$ cat src/rtl/core/mdf_pkg.sv
// ----------------------------------------------------------------------------
// mdf_pkg
// Types, constants and register indexes shared by the deframer modules.
// ----------------------------------------------------------------------------
package mdf_pkg;

  localparam int ID_BYTES = 8;
  localparam int HDR_SIZE = 10 + 2 * ID_BYTES;
  localparam int HDR_AFTER_SIG = HDR_SIZE - 2;

  localparam int IDX_W = 5;
  localparam logic [IDX_W-1:0] IDX_LEN_LAST = IDX_W'(3);
  localparam logic [IDX_W-1:0] IDX_SEQ_END = IDX_W'(6);
  localparam logic [IDX_W-1:0] IDX_CMD = IDX_W'(6);
  localparam logic [IDX_W-1:0] IDX_META = IDX_W'(7 + ID_BYTES);
  localparam logic [IDX_W-1:0] IDX_LAST = IDX_W'(HDR_AFTER_SIG - 1);

  localparam int QUEUE_DEPTH = 2;
  localparam int Q_PTR_W = 1;
  localparam int Q_CNT_W = 2;

  localparam int CFG_IDX_W = 2;
  localparam logic [CFG_IDX_W-1:0] REG_SIG_FIRST = 2'd0;
  localparam logic [CFG_IDX_W-1:0] REG_SIG_SECOND = 2'd1;
  localparam logic [CFG_IDX_W-1:0] REG_MAX_LEN = 2'd2;

  typedef enum logic [1:0] {
    PH_HUNT,
    PH_HEADER,
    PH_PAYLOAD
  } phase_t;

  typedef enum logic [1:0] {
    KIND_HEADER  = 2'd0,
    KIND_PAYLOAD = 2'd1,
    KIND_LEN_ERR = 2'd2
  } kind_t;

  typedef struct packed {
    kind_t        kind;
    logic [15:0]  seq;
    logic [7:0]   cmd;
    logic [63:0]  site;
    logic [7:0]   meta;
    logic [63:0]  meta_site;
    logic [15:0]  plen;
    logic [7:0]   pbyte;
    logic         last;
  } rec_t;

endpackage

$ cat src/rtl/core/mdf_front.sv
// ----------------------------------------------------------------------------
// mdf_front
// Signature hunt, header capture, length check and payload count; emits one
// result record per word that causes a result.
// ----------------------------------------------------------------------------
module mdf_front import mdf_pkg::*; (
  input  logic                 clk,
  input  logic                 rst_n,
  input  logic                 byte_take,
  input  logic [7:0]           byte_in,
  input  logic                 cfg_we,
  input  logic [CFG_IDX_W-1:0] cfg_idx,
  input  logic [15:0]          cfg_wdata,
  output logic                 rec_valid,
  output rec_t                 rec
);

  phase_t           phase_r, phase_nxt;
  logic             prev_match_r, prev_match_nxt;
  logic [IDX_W-1:0] hdr_idx_r, hdr_idx_nxt;
  logic [31:0]      len_r, len_nxt;
  logic [15:0]      seq_r, seq_nxt;
  logic [7:0]       cmd_r, cmd_nxt;
  logic [63:0]      site_r, site_nxt;
  logic [7:0]       meta_r, meta_nxt;
  logic [63:0]      meta_site_r, meta_site_nxt;
  logic [15:0]      left_r, left_nxt;
  logic [7:0]       sig_first_r, sig_second_r;
  logic [15:0]      max_len_r;

  logic        sig_hit;
  logic        len_bad;
  logic        hdr_done;
  logic [15:0] plen;
  logic        pay_end;

  always_ff @(posedge clk) begin
    if (!rst_n) begin
      sig_first_r  <= '0;
      sig_second_r <= '0;
      max_len_r    <= 16'hffff;
    end else if (cfg_we) begin
      case (cfg_idx)
        REG_SIG_FIRST:  sig_first_r  <= cfg_wdata[7:0];
        REG_SIG_SECOND: sig_second_r <= cfg_wdata[7:0];
        REG_MAX_LEN:    max_len_r    <= cfg_wdata;
        default: ;
      endcase
    end
  end

  always_comb begin
    len_nxt  = {len_r[23:0], byte_in};
    sig_hit  = prev_match_r && (byte_in == sig_second_r);
    len_bad  = (hdr_idx_r == IDX_LEN_LAST) &&
               ((len_nxt < 32'(HDR_SIZE)) || (len_nxt > {16'd0, max_len_r}));
    hdr_done = (hdr_idx_r == IDX_LAST);
    plen     = 16'(len_r - 32'(HDR_SIZE));
    pay_end  = (left_r <= 16'd1);
  end

  always_comb begin
    phase_nxt = phase_r;
    unique case (phase_r)
      PH_HUNT: begin
        if (sig_hit) phase_nxt = PH_HEADER;
      end
      PH_HEADER: begin
        if (len_bad) phase_nxt = PH_HUNT;
        else if (hdr_done) phase_nxt = (plen == 16'd0) ? PH_HUNT : PH_PAYLOAD;
      end
      default: begin
        if (pay_end) phase_nxt = PH_HUNT;
      end
    endcase
  end

  always_comb begin
    prev_match_nxt = prev_match_r;
    hdr_idx_nxt    = hdr_idx_r;
    seq_nxt        = seq_r;
    cmd_nxt        = cmd_r;
    site_nxt       = site_r;
    meta_nxt       = meta_r;
    meta_site_nxt  = meta_site_r;
    left_nxt       = left_r;
    rec_valid      = 1'b0;
    rec            = '0;
    unique case (phase_r)
      PH_HUNT: begin
        if (sig_hit) begin
          prev_match_nxt = 1'b0;
          hdr_idx_nxt    = '0;
          seq_nxt        = '0;
          cmd_nxt        = '0;
          site_nxt       = '0;
          meta_nxt       = '0;
          meta_site_nxt  = '0;
        end else begin
          prev_match_nxt = (byte_in == sig_first_r);
        end
      end
      PH_HEADER: begin
        priority if (hdr_idx_r <= IDX_LEN_LAST) begin
        end else if (hdr_idx_r < IDX_SEQ_END) begin
          seq_nxt = {seq_r[7:0], byte_in};
        end else if (hdr_idx_r == IDX_CMD) begin
          cmd_nxt = byte_in;
        end else if (hdr_idx_r < IDX_META) begin
          site_nxt = {site_r[55:0], byte_in};
        end else if (hdr_idx_r == IDX_META) begin
          meta_nxt = byte_in;
        end else begin
          meta_site_nxt = {meta_site_r[55:0], byte_in};
        end
        hdr_idx_nxt = hdr_idx_r + IDX_W'(1);
        if (len_bad) begin
          rec_valid      = 1'b1;
          rec.kind       = KIND_LEN_ERR;
          rec.last       = 1'b1;
          prev_match_nxt = 1'b0;
          hdr_idx_nxt    = '0;
        end else if (hdr_done) begin
          rec_valid      = 1'b1;
          rec.kind       = KIND_HEADER;
          rec.seq        = seq_nxt;
          rec.cmd        = cmd_nxt;
          rec.site       = site_nxt;
          rec.meta       = meta_nxt;
          rec.meta_site  = meta_site_nxt;
          rec.plen       = plen;
          rec.last       = (plen == 16'd0);
          left_nxt       = plen;
          prev_match_nxt = 1'b0;
          hdr_idx_nxt    = '0;
        end
      end
      default: begin
        rec_valid = 1'b1;
        rec.kind  = KIND_PAYLOAD;
        rec.pbyte = byte_in;
        rec.last  = pay_end;
        if (pay_end) begin
          left_nxt       = '0;
          prev_match_nxt = 1'b0;
          hdr_idx_nxt    = '0;
        end else begin
          left_nxt = left_r - 16'd1;
        end
      end
    endcase
    if (!byte_take) rec_valid = 1'b0;
  end

  always_ff @(posedge clk) begin
    if (!rst_n) begin
      phase_r      <= PH_HUNT;
      prev_match_r <= 1'b0;
      hdr_idx_r    <= '0;
      left_r       <= '0;
    end else if (byte_take) begin
      phase_r      <= phase_nxt;
      prev_match_r <= prev_match_nxt;
      hdr_idx_r    <= hdr_idx_nxt;
      left_r       <= left_nxt;
    end
  end

  always_ff @(posedge clk) begin
    if (byte_take) begin
      if (phase_r == PH_HEADER && hdr_idx_r <= IDX_LEN_LAST) len_r <= len_nxt;
      else if (phase_r == PH_HUNT) len_r <= '0;
      seq_r       <= seq_nxt;
      cmd_r       <= cmd_nxt;
      site_r      <= site_nxt;
      meta_r      <= meta_nxt;
      meta_site_r <= meta_site_nxt;
    end
  end

endmodule

$ cat src/rtl/core/mdf_queue.sv
// ----------------------------------------------------------------------------
// mdf_queue
// Short register queue of result records between the parser and the output.
// ----------------------------------------------------------------------------
module mdf_queue import mdf_pkg::*; (
  input  logic clk,
  input  logic rst_n,
  input  logic push,
  input  rec_t push_rec,
  input  logic pop,
  output rec_t head,
  output logic full,
  output logic not_empty
);

  rec_t               q_r [QUEUE_DEPTH];
  logic [Q_PTR_W-1:0] wr_ptr_r, rd_ptr_r;
  logic [Q_CNT_W-1:0] cnt_r, cnt_nxt;

  assign full      = (cnt_r == Q_CNT_W'(QUEUE_DEPTH));
  assign not_empty = (cnt_r != '0);
  assign head      = q_r[rd_ptr_r];

  always_comb begin
    cnt_nxt = cnt_r;
    if (push && !pop) cnt_nxt = cnt_r + Q_CNT_W'(1);
    else if (!push && pop) cnt_nxt = cnt_r - Q_CNT_W'(1);
  end

  always_ff @(posedge clk) begin
    if (!rst_n) begin
      wr_ptr_r <= '0;
      rd_ptr_r <= '0;
      cnt_r    <= '0;
    end else begin
      if (push) wr_ptr_r <= wr_ptr_r + Q_PTR_W'(1);
      if (pop) rd_ptr_r <= rd_ptr_r + Q_PTR_W'(1);
      cnt_r <= cnt_nxt;
    end
  end

  always_ff @(posedge clk) begin
    if (push) q_r[wr_ptr_r] <= push_rec;
  end

endmodule

$ cat src/rtl/core/mdf_back.sv
// ----------------------------------------------------------------------------
// mdf_back
// Output stage: drives the result channel from the queue head, clearing the
// fields that do not belong to the result kind.
// ----------------------------------------------------------------------------
module mdf_back import mdf_pkg::*; (
  input  logic        head_valid,
  input  rec_t        head,
  input  logic        out_stall,
  output logic        pop,
  output logic        out_valid,
  output logic [1:0]  out_kind,
  output logic [15:0] out_seq_number,
  output logic [7:0]  out_command_code,
  output logic [63:0] out_site_id,
  output logic [6:0]  out_meta_command,
  output logic        out_origin_bit,
  output logic [63:0] out_meta_site_id,
  output logic [15:0] out_payload_length,
  output logic [7:0]  out_payload_byte,
  output logic        out_last_of_frame
);

  logic is_hdr, is_pay;

  assign out_valid = head_valid;
  assign pop       = head_valid && !out_stall;
  assign is_hdr    = (head.kind == KIND_HEADER);
  assign is_pay    = (head.kind == KIND_PAYLOAD);

  always_comb begin
    out_kind           = head.kind;
    out_last_of_frame  = head.last;
    out_seq_number     = is_hdr ? head.seq : '0;
    out_command_code   = is_hdr ? head.cmd : '0;
    out_site_id        = is_hdr ? head.site : '0;
    out_meta_command   = is_hdr ? head.meta[6:0] : '0;
    out_origin_bit     = is_hdr ? head.meta[7] : 1'b0;
    out_meta_site_id   = is_hdr ? head.meta_site : '0;
    out_payload_length = is_hdr ? head.plen : '0;
    out_payload_byte   = is_pay ? head.pbyte : '0;
  end

endmodule

$ cat src/rtl/core/message_stream_deframer_core.sv
// ----------------------------------------------------------------------------
// message_stream_deframer_core
// Byte-serial deframer for signed, length-prefixed messages.
//
// Input channel: one stream word per accepted in_valid/!in_stall edge.
// Result channel: header, payload byte or length error results, accepted
//   on out_valid/!out_stall; out_last_of_frame marks the end of a frame.
// Config channel: cfg_valid/cfg_ready write of signature bytes and the
//   largest frame length; cfg_ready is always high.
// Throughput: one word per cycle while in_stall is low, set by the per-word parser step.
// A result is registered in the queue when its word is accepted and is shown
//   from the head; only payload, length-error and last header words give one.
// A two-entry queue parts parser and output; in_stall rises only when
//   the queue is full, so a stalled receiver stops the input after at
//   most two pending results.
// Reset: synchronous, active low; the parser hunts for the signature with
//   no partial match, the queue empties and control and config registers reset.
// ----------------------------------------------------------------------------
module message_stream_deframer_core import mdf_pkg::*; (
  input  logic                 clk,
  input  logic                 rst_n,
  input  logic                 in_valid,
  output logic                 in_stall,
  input  logic [7:0]           in_byte,
  output logic                 out_valid,
  input  logic                 out_stall,
  output logic [1:0]           out_kind,
  output logic [15:0]          out_seq_number,
  output logic [7:0]           out_command_code,
  output logic [63:0]          out_site_id,
  output logic [6:0]           out_meta_command,
  output logic                 out_origin_bit,
  output logic [63:0]          out_meta_site_id,
  output logic [15:0]          out_payload_length,
  output logic [7:0]           out_payload_byte,
  output logic                 out_last_of_frame,
  input  logic                 cfg_valid,
  output logic                 cfg_ready,
  input  logic [CFG_IDX_W-1:0] cfg_index,
  input  logic [15:0]          cfg_data
);

  logic byte_take;
  logic rec_valid;
  rec_t rec;
  rec_t head;
  logic q_full, q_not_empty, pop;

  assign cfg_ready = 1'b1;
  assign in_stall  = q_full;
  assign byte_take = in_valid && !q_full;

  mdf_front u_front (
    .clk       (clk),
    .rst_n     (rst_n),
    .byte_take (byte_take),
    .byte_in   (in_byte),
    .cfg_we    (cfg_valid && cfg_ready),
    .cfg_idx   (cfg_index),
    .cfg_wdata (cfg_data),
    .rec_valid (rec_valid),
    .rec       (rec)
  );

  mdf_queue u_queue (
    .clk       (clk),
    .rst_n     (rst_n),
    .push      (rec_valid),
    .push_rec  (rec),
    .pop       (pop),
    .head      (head),
    .full      (q_full),
    .not_empty (q_not_empty)
  );

  mdf_back u_back (
    .head_valid         (q_not_empty),
    .head               (head),
    .out_stall          (out_stall),
    .pop                (pop),
    .out_valid          (out_valid),
    .out_kind           (out_kind),
    .out_seq_number     (out_seq_number),
    .out_command_code   (out_command_code),
    .out_site_id        (out_site_id),
    .out_meta_command   (out_meta_command),
    .out_origin_bit     (out_origin_bit),
    .out_meta_site_id   (out_meta_site_id),
    .out_payload_length (out_payload_length),
    .out_payload_byte   (out_payload_byte),
    .out_last_of_frame  (out_last_of_frame)
  );

endmodule

$ cat config.mk
export PLATFORM = sky130hd
export DESIGN_NAME = message_stream_deframer_core
export DESIGN_NICKNAME = d
export VERILOG_FILES = /design/src/rtl/core/mdf_pkg.sv /design/src/rtl/core/mdf_front.sv /design/src/rtl/core/mdf_queue.sv /design/src/rtl/core/mdf_back.sv /design/src/rtl/core/message_stream_deframer_core.sv
export SDC_FILE = /design/constraint.sdc
export NUM_CORES = 1
export LEC_CHECK = 0
export BUFFER_PORTS_ARGS = -buffer_cell sky130_fd_sc_hd__clkbuf_2
export CORE_UTILIZATION = 59
export CTS_BUF_LIST = sky130_fd_sc_hd__clkbuf_8
export DETAILED_ROUTE_END_ITERATION = 7
export PLACE_DENSITY = 0.89
export SETUP_SLACK_MARGIN = 0.02
export SLEW_MARGIN = 5
export SYNTH_ARGS = -nofsm -noshare
export SYNTH_HDL_FRONTEND = slang
export SYNTH_SLANG_ARGS = --single-unit
$ cat constraint.sdc
create_clock -name clk -period 58.3 [get_ports clk]
set_clock_uncertainty 0.05 [all_clocks]
set_input_delay 2.915 -clock clk [delete_from_list [all_inputs] [get_ports clk]]
set_output_delay 2.915 -clock clk [all_outputs]
set_load 0.01 [all_outputs]
**After elaboration in Yosys (flattened, before gate mapping)**

Memories as Yosys holds them, arrays and structs flattened. A register that Yosys moved wholly into a read port is not among the register bits.
Index checks and enable logic that the tools add are counted.

- Flip-flop bits (word level): 244
- Bits in writable memories: 374
- Input bits: 31
- Output and inout port bits: 190
- Logic and storage cells: 153
- Memories: 1

Memory list:

| memory | words | width | rd ports | clocked after Yosys merged registers in | wr ports | line | source |
|---|---|---|---|---|---|---|---|
| u_queue.q_r | 2 | 187 | 1 | 1 | 1 | mdf_queue.sv:16 | `rec_t q_r [QUEUE_DEPTH];` |

- Add/subtract/negate cells: 7
- Order comparisons: 6
- Equal/unequal tests: 15
- Multiplexer cells: 76
- Bitwise operators: 1
- Reductions and logical operators: 31

Operator list:

| kind | number |
|---|---|
| 64-bit two-way mux | 12 |
| 176-bit two-way mux | 3 |
| 64-bit case mux with 2 select lines | 2 |
| 16-bit two-way mux | 8 |
| 8-bit two-way mux | 12 |
| 16-bit case mux with 2 select lines | 2 |
| 24-bit two-way mux | 2 |
| 32-bit by 16-bit > comparator with 1-bit output | 1 |
| 32-bit by 5-bit < comparator with 1-bit output (second input constant) | 1 |
| 8-bit case mux with 2 select lines | 2 |
| 5-bit two-way mux | 4 |
| 8-bit equality test | 2 |
| 16-bit by 1-bit less-or-equal comparator with 1-bit output (second input constant) | 1 |
| 16-bit zero test | 1 |
| 2-bit two-way mux | 8 |
| 16-bit by 1-bit subtractor with 16-bit output (second input constant) | 1 |
| 16-bit by 5-bit subtractor with 16-bit output (second input constant) | 1 |
| 1-bit two-way mux | 14 |
| 5-bit case mux with 2 select lines | 1 |
| 3-bit AND reduction | 3 |
| 2-bit case mux with 2 select lines | 2 |
| 2-bit AND reduction | 4 |
| 4-bit AND reduction | 2 |
| 2-bit nonzero test | 4 |
| other kinds (25) | 43 |

**Depth between registers and ports, before layout**

- Word-level depth: 10
- Gate-level depth with buffers: 12
- Depth with buffers taken out: 12

**By module**

From an unflattened synthesis, not the netlist that was laid out.

- Cell total of the unflattened synthesis: 2091
- Area total of the unflattened synthesis: 29721.0 um^2

By module, submodules not included:

| module | times used | cells an instance | area each (um^2) | sequential area each (um^2) |
|---|---|---|---|---|
| mdf_queue | 1 | 604 | 14248.7 | 11330.9 |
| mdf_front | 1 | 1255 | 12878.6 | 6646.4 |
| mdf_back | 1 | 229 | 2568.7 | 0.0 |
| message_stream_deframer_core | 1 | 3 | 25.0 | 0.0 |

**Worst setup path before layout**

OpenSTA, ideal clock, no wires.

- Path type: input to register
- Start: in in_byte[7]
- End: mem u_queue.q_r[0][0] (netlist bit) (enable)
- Arrival time: 22.025 ns
- Data required time: 57.058 ns
- Path slack: 35.033 ns
- Stages on the path: 7
- Buffers on the path: 0
- Cells stage by stage: ha_1 nand4_1 or3_1 a21o_1 a311oi_2 nor4_4 nor4_1

- Word-level cells in the longest chain between the ends: 8
- Elaborated cells between the ends (all ways): 9
- Those cells by class: order compare (2); mux (5); reduce/logical (2)

RTL lines:

| element | line | source |
|---|---|---|
| from (decl) | message_stream_deframer_core.sv:24 | `input logic [7:0] in_byte,` |
| 32-bit by 5-bit < comparator with 1-bit output or 32-bit by 16-bit > comparator with 1-bit output (tied branches) | mdf_front.sv:56 | `((len_nxt < 32'(HDR_SIZE)) \|\| (len_nxt > {16'd0, max_len_r}));` |
| 1-bit logical OR (*) | mdf_front.sv:56 |  |
| 1-bit logical AND (*) | mdf_front.sv:55 | `len_bad = (hdr_idx_r == IDX_LEN_LAST) &&` |
| 1-bit two-way mux (*) | mdf_front.sv:117 | `if (len_bad) begin` |
| 1-bit case mux with 2 select lines (*) | mdf_front.sv:89 | `unique case (phase_r)` |
| 1-bit two-way mux (*) | mdf_front.sv:152 | `if (!byte_take) rec_valid = 1'b0;` |
| 1-bit two-way mux (*) | mdf_queue.sv:43 | `if (push) q_r[wr_ptr_r] <= push_rec;` |
| 1-bit two-way mux (not written as such) (*) | mdf_queue.sv:43 |  |
| to (decl) | mdf_queue.sv:16 |  |

Mark *: on every way between the ends. The rest lies on a longest branch, timed or not.

==> flow_summary_export.csv <==
group,metric,value,unit
global_route,grt_first_pass_wirelength,92.6,mm
synthesis,synth_ff_type,"edfxtp_1",
synthesis,synth_compound_area_share,2.59,%
critical_path,cp_cell_sequence,"mux2i_1, nand2b_4, buf_4, nor2_1, clkbuf_2",
clocking,root_buffer,"clkbuf_8",
critical_path,worstReg2RegStart,"u_front.len_r[1]",
global_route,grt_pass1_vias,16700,
timing,finalHoldViolations,0,
clocking,ctsResizeCount,0,
timing,fin_crit_sh,12.0,%
detailed_routing,antenna_left,0,
critical_path,arrival,4.01,ns
clocking,numCtsBuffers,95,
timing,drv_slew,0,
critical_path,cpLargestDelayFamily,"buffers and inverters",
floorplanning,die_x,216,um
timing,setup_viol,0,
clocking,clock_latency,0.68,ns
detailed_routing,via_count,17400,
detailed_routing,drt_iter0_markers,1630,
critical_path,crit_slowest_cell,"dfxtp_4",
floorplanning,die_h,216,um
hold_path,hold_depth,2,
synthesis,syn_avg_cell_area,13.0,sq um
timing,tightest_slew,1.27,ns
placement,placed_cells,2770,
synthesis,synth_simple_gate_area_share,12.5,%
synthesis,postSynthCellCount,2087,
global_route,antenna_found_initial,0,
detailed_routing,avgViaCountPerCell,5.92,
synthesis,syn_nets,2141,
pwr,p_clk_share,38.1,%
clocking,cts_setup_buffers,0,
placement,io_buffer_count,219,
synthesis,synth_top_family_by_area,"multiplexers",
synthesis,synth_seq_area_share,66.4,%
flow_run,drv_cap,0,
pwr,pwr-share-comb,5.6,%
detailed_routing,wl_per_cell,20.6,um
critical_path,worstSetupStartpointType,"flop",
clocking,clock_path_buffers,3,
detailed_routing,drc_errors,0,
clocking,ctsHoldBuffers,0,
outcome,status,"completed",
pwr,switchingPower,199,uW
layout,drive_above_1_share,16.5,%
hold_path,hold_class,"reg -> reg",
clocking,clock-sinks,619,
pwr,p_sw_share,23.1,%
critical_path,worstSetupPathDepth,5,
detailed_routing,drtPass1Iterations,6,
synthesis,synthMuxAreaShare,13.4,%
clocking,htree_levels,3,
floorplanning,ios,221,
placement,place_congestion,0.848,
critical_path,max_stage_delay,0.98,ns
timing,rsz0062_at_grt,"no",
timing,relSlewSlack,15.4,%
pwr,power_leakage,10.7,nW
timing,max_freq,143,MHz
layout,area_growth,11.7,%
detailed_routing,routed_wl,60.6,mm
pwr,power.internal,661,uW
timing,tns,0,ns
clocking,clk_pin_slew_worst_paths,0.06,ns
placement,hpwl,37.9,mm
critical_path,worstPathMaxFanout,110,
synthesis,synthDistinctLibCells,65,
pwr,seqPwrFrac,56.3,%
clocking,tritoncts,"built",
layout,layoutNonFillerInstCount,2946,
pwr,ir_drop,0.0179,mV
critical_path,cp.required,55.33,ns
timing,fin_crit,6.97,ns
synthesis,synth_xor_area_share,1.19,%
synthesis,synth_edf_count,558,
synthesis,ys_seq_elements,619,
critical_path,crit_type,"reg -> out",
synthesis,async_flop_share,0,%
global_route,overflow,0,
critical_path,cp-end-kind,"output port",
floorplanning,rows,78,
pwr,power.density,28.4,nW/um^2
hold_path,min_from,"u_front.prev_match_r",
synthesis,ys.warnings.count,0,
floorplanning,die-area,46700,sq um
floorplanning,initial_core_util,59.8,%
layout,num_antenna_cells,0,
global_route,global_route.usage.total,25.5,%
critical_path,critPathBufInv,2,
synthesis,synth-adder-area-share,1.06,%
critical_path,reg2regPathDepth,9,
layout,layout.nets,2321,
global_route,grt_max_degree,255,
floorplanning,coreArea,45300,sq um
synthesis,synthesis.area,27100,sq um
[cells in the final DEF (no fill, tap or decap), types with 6 or more instances in the layout]
master	Yosys	final
buf_4	3	16
ha_1	23	23
nor2_1	424	424
xor2_1	14	14
mux2i_1	361	361
dfxtp_1	61	60
nand2b_1	7	6
o211ai_1	20	20
a21oi_1	18	18
nor4_1	11	10
edfxtp_1	558	558
inv_1	34	67
and2_1	28	27
clkbuf_8	0	102
clkbuf_2	1	219
nor3_1	184	183
nand2_1	42	41
clkinv_1	0	27
nand4_1	14	14
a22oi_1	11	11
o21ai_0	26	26
nand3_1	12	12
xnor2_1	21	21
clkinv_2	0	7
[layout make-up]
class                      count  area [sq um]
sequential                   619         18000
fill                        3189         15100
multi-input combinational   1280          8390
clock buffer                 102          1400
timing repair buffer         237          1260
tap                          600           751
clock inverter                74           319
inverter                      34           128
[synth_stat cells (all sizes together), types with 2 or more instances]
cell / count / share of area, %
buf: 45 / 0.80
o32ai: 5 / 0.16
nand3: 13 / 0.26
dfxtp: 61 / 4.5
inv: 34 / 0.47
xor2: 14 / 0.45
clkbuf: 109 / 1.5
o21ai: 28 / 0.53
a22oi: 11 / 0.31
or3: 7 / 0.20
nand4: 14 / 0.32
edfxtp: 558 / 62
o2111ai: 2 / 0.065
nand2: 43 / 0.61
o221ai: 4 / 0.13
and2: 30 / 0.70
nor2b: 6 / 0.14
nor3: 187 / 3.6
nor2: 425 / 5.9
ha: 23 / 1.1
nand3b: 2 / 0.055
nor4: 13 / 0.38
o41ai: 3 / 0.12
o211ai: 21 / 0.60
xnor2: 22 / 0.74
or2: 4 / 0.10
mux2: 2 / 0.083
nand2b: 7 / 0.16
a21oi: 18 / 0.33
mux2i: 361 / 13
[sequential cells by signal (all words and copies together) (netlist names), 8 cells and up, named ones only]
name	cells
u_front.site_r	64
u_front.seq_r	16
u_front.sig_second_r	8
u_front.max_len_r	16
u_front.cmd_r	8
u_front.meta_r	8
u_front.sig_first_r	8
u_queue.q_r	374
u_front.left_r	16
u_front.len_r	24
u_front.meta_site_r	64
[through the flow]
| stage | util [%] | area [sq um] | power, mW | worst slack (ns) | hold WS (ns) |
|---|---|---|---|---|---|
| finish | 66.8 | 30200 | 0.860 | 51.33 | 0.415 |
| global route | 66.8 | 30200 | 0.886 | 51.00 | 0.439 |
| CTS | 66.8 | 30200 | 0.864 | 51.21 | 0.416 |
| detailed placement | 63.0 | 28500 | 0.542 | 51.21 | 0.407 |
| global placement | 63.0 | 28500 | 0.540 | 51.32 | 0.400 |
| floorplan | - | 27100 | 0.524 | 35.03 | 0.385 |
[final timing paths]
kind,end,slack (ns)
min,u_front.prev_match_r,0.41
max reg2reg,u_queue.q_r[0][128],53.65
max,out_meta_site_id[8],51.33
min reg2reg,u_front.prev_match_r,0.41
[power groups by stage]
stage	Combinational, mW	Clock (mW)	Sequential [mW]
finish	0.0484	0.327	0.484
global route	0.0518	0.350	0.484
CTS	0.0485	0.332	0.484
detailed placement	0.0483	0	0.493
global placement	0.0474	0	0.493
floorplan	0.0341	0	0.490
[routing by layer]
metal | track usage (%) | up-vias | part of all wire, %
met3 | 4.31 | 114 | 7.6
met5 | 0 | - | 0
li1 | - | 7969 | -
met2 | 40.4 | 772 | 48
met4 | 10.1 | 0 | 2.9
met1 | 35.5 | 8572 | 41
[worst register-to-register path, stage by stage (launching register included)]
cell and delay (ns):
edfxtp_1 0.58, ha_1 0.40, nand4_1 0.18, or3_1 0.39, a21o_1 0.17, a311oi_2 0.46, nor4_4 0.14, nor4_2 0.35
buf_4 0.61, buf_4 0.88
[cell families after synthesis]
family | after synthesis
fa+ha+maj | 23
other cells | 1
flops | 619
mux | 363
compound gates | 102
simple gates | 755
xor+xnor | 36
buf+inv | 188
Power figures use the tool's default switching activity.
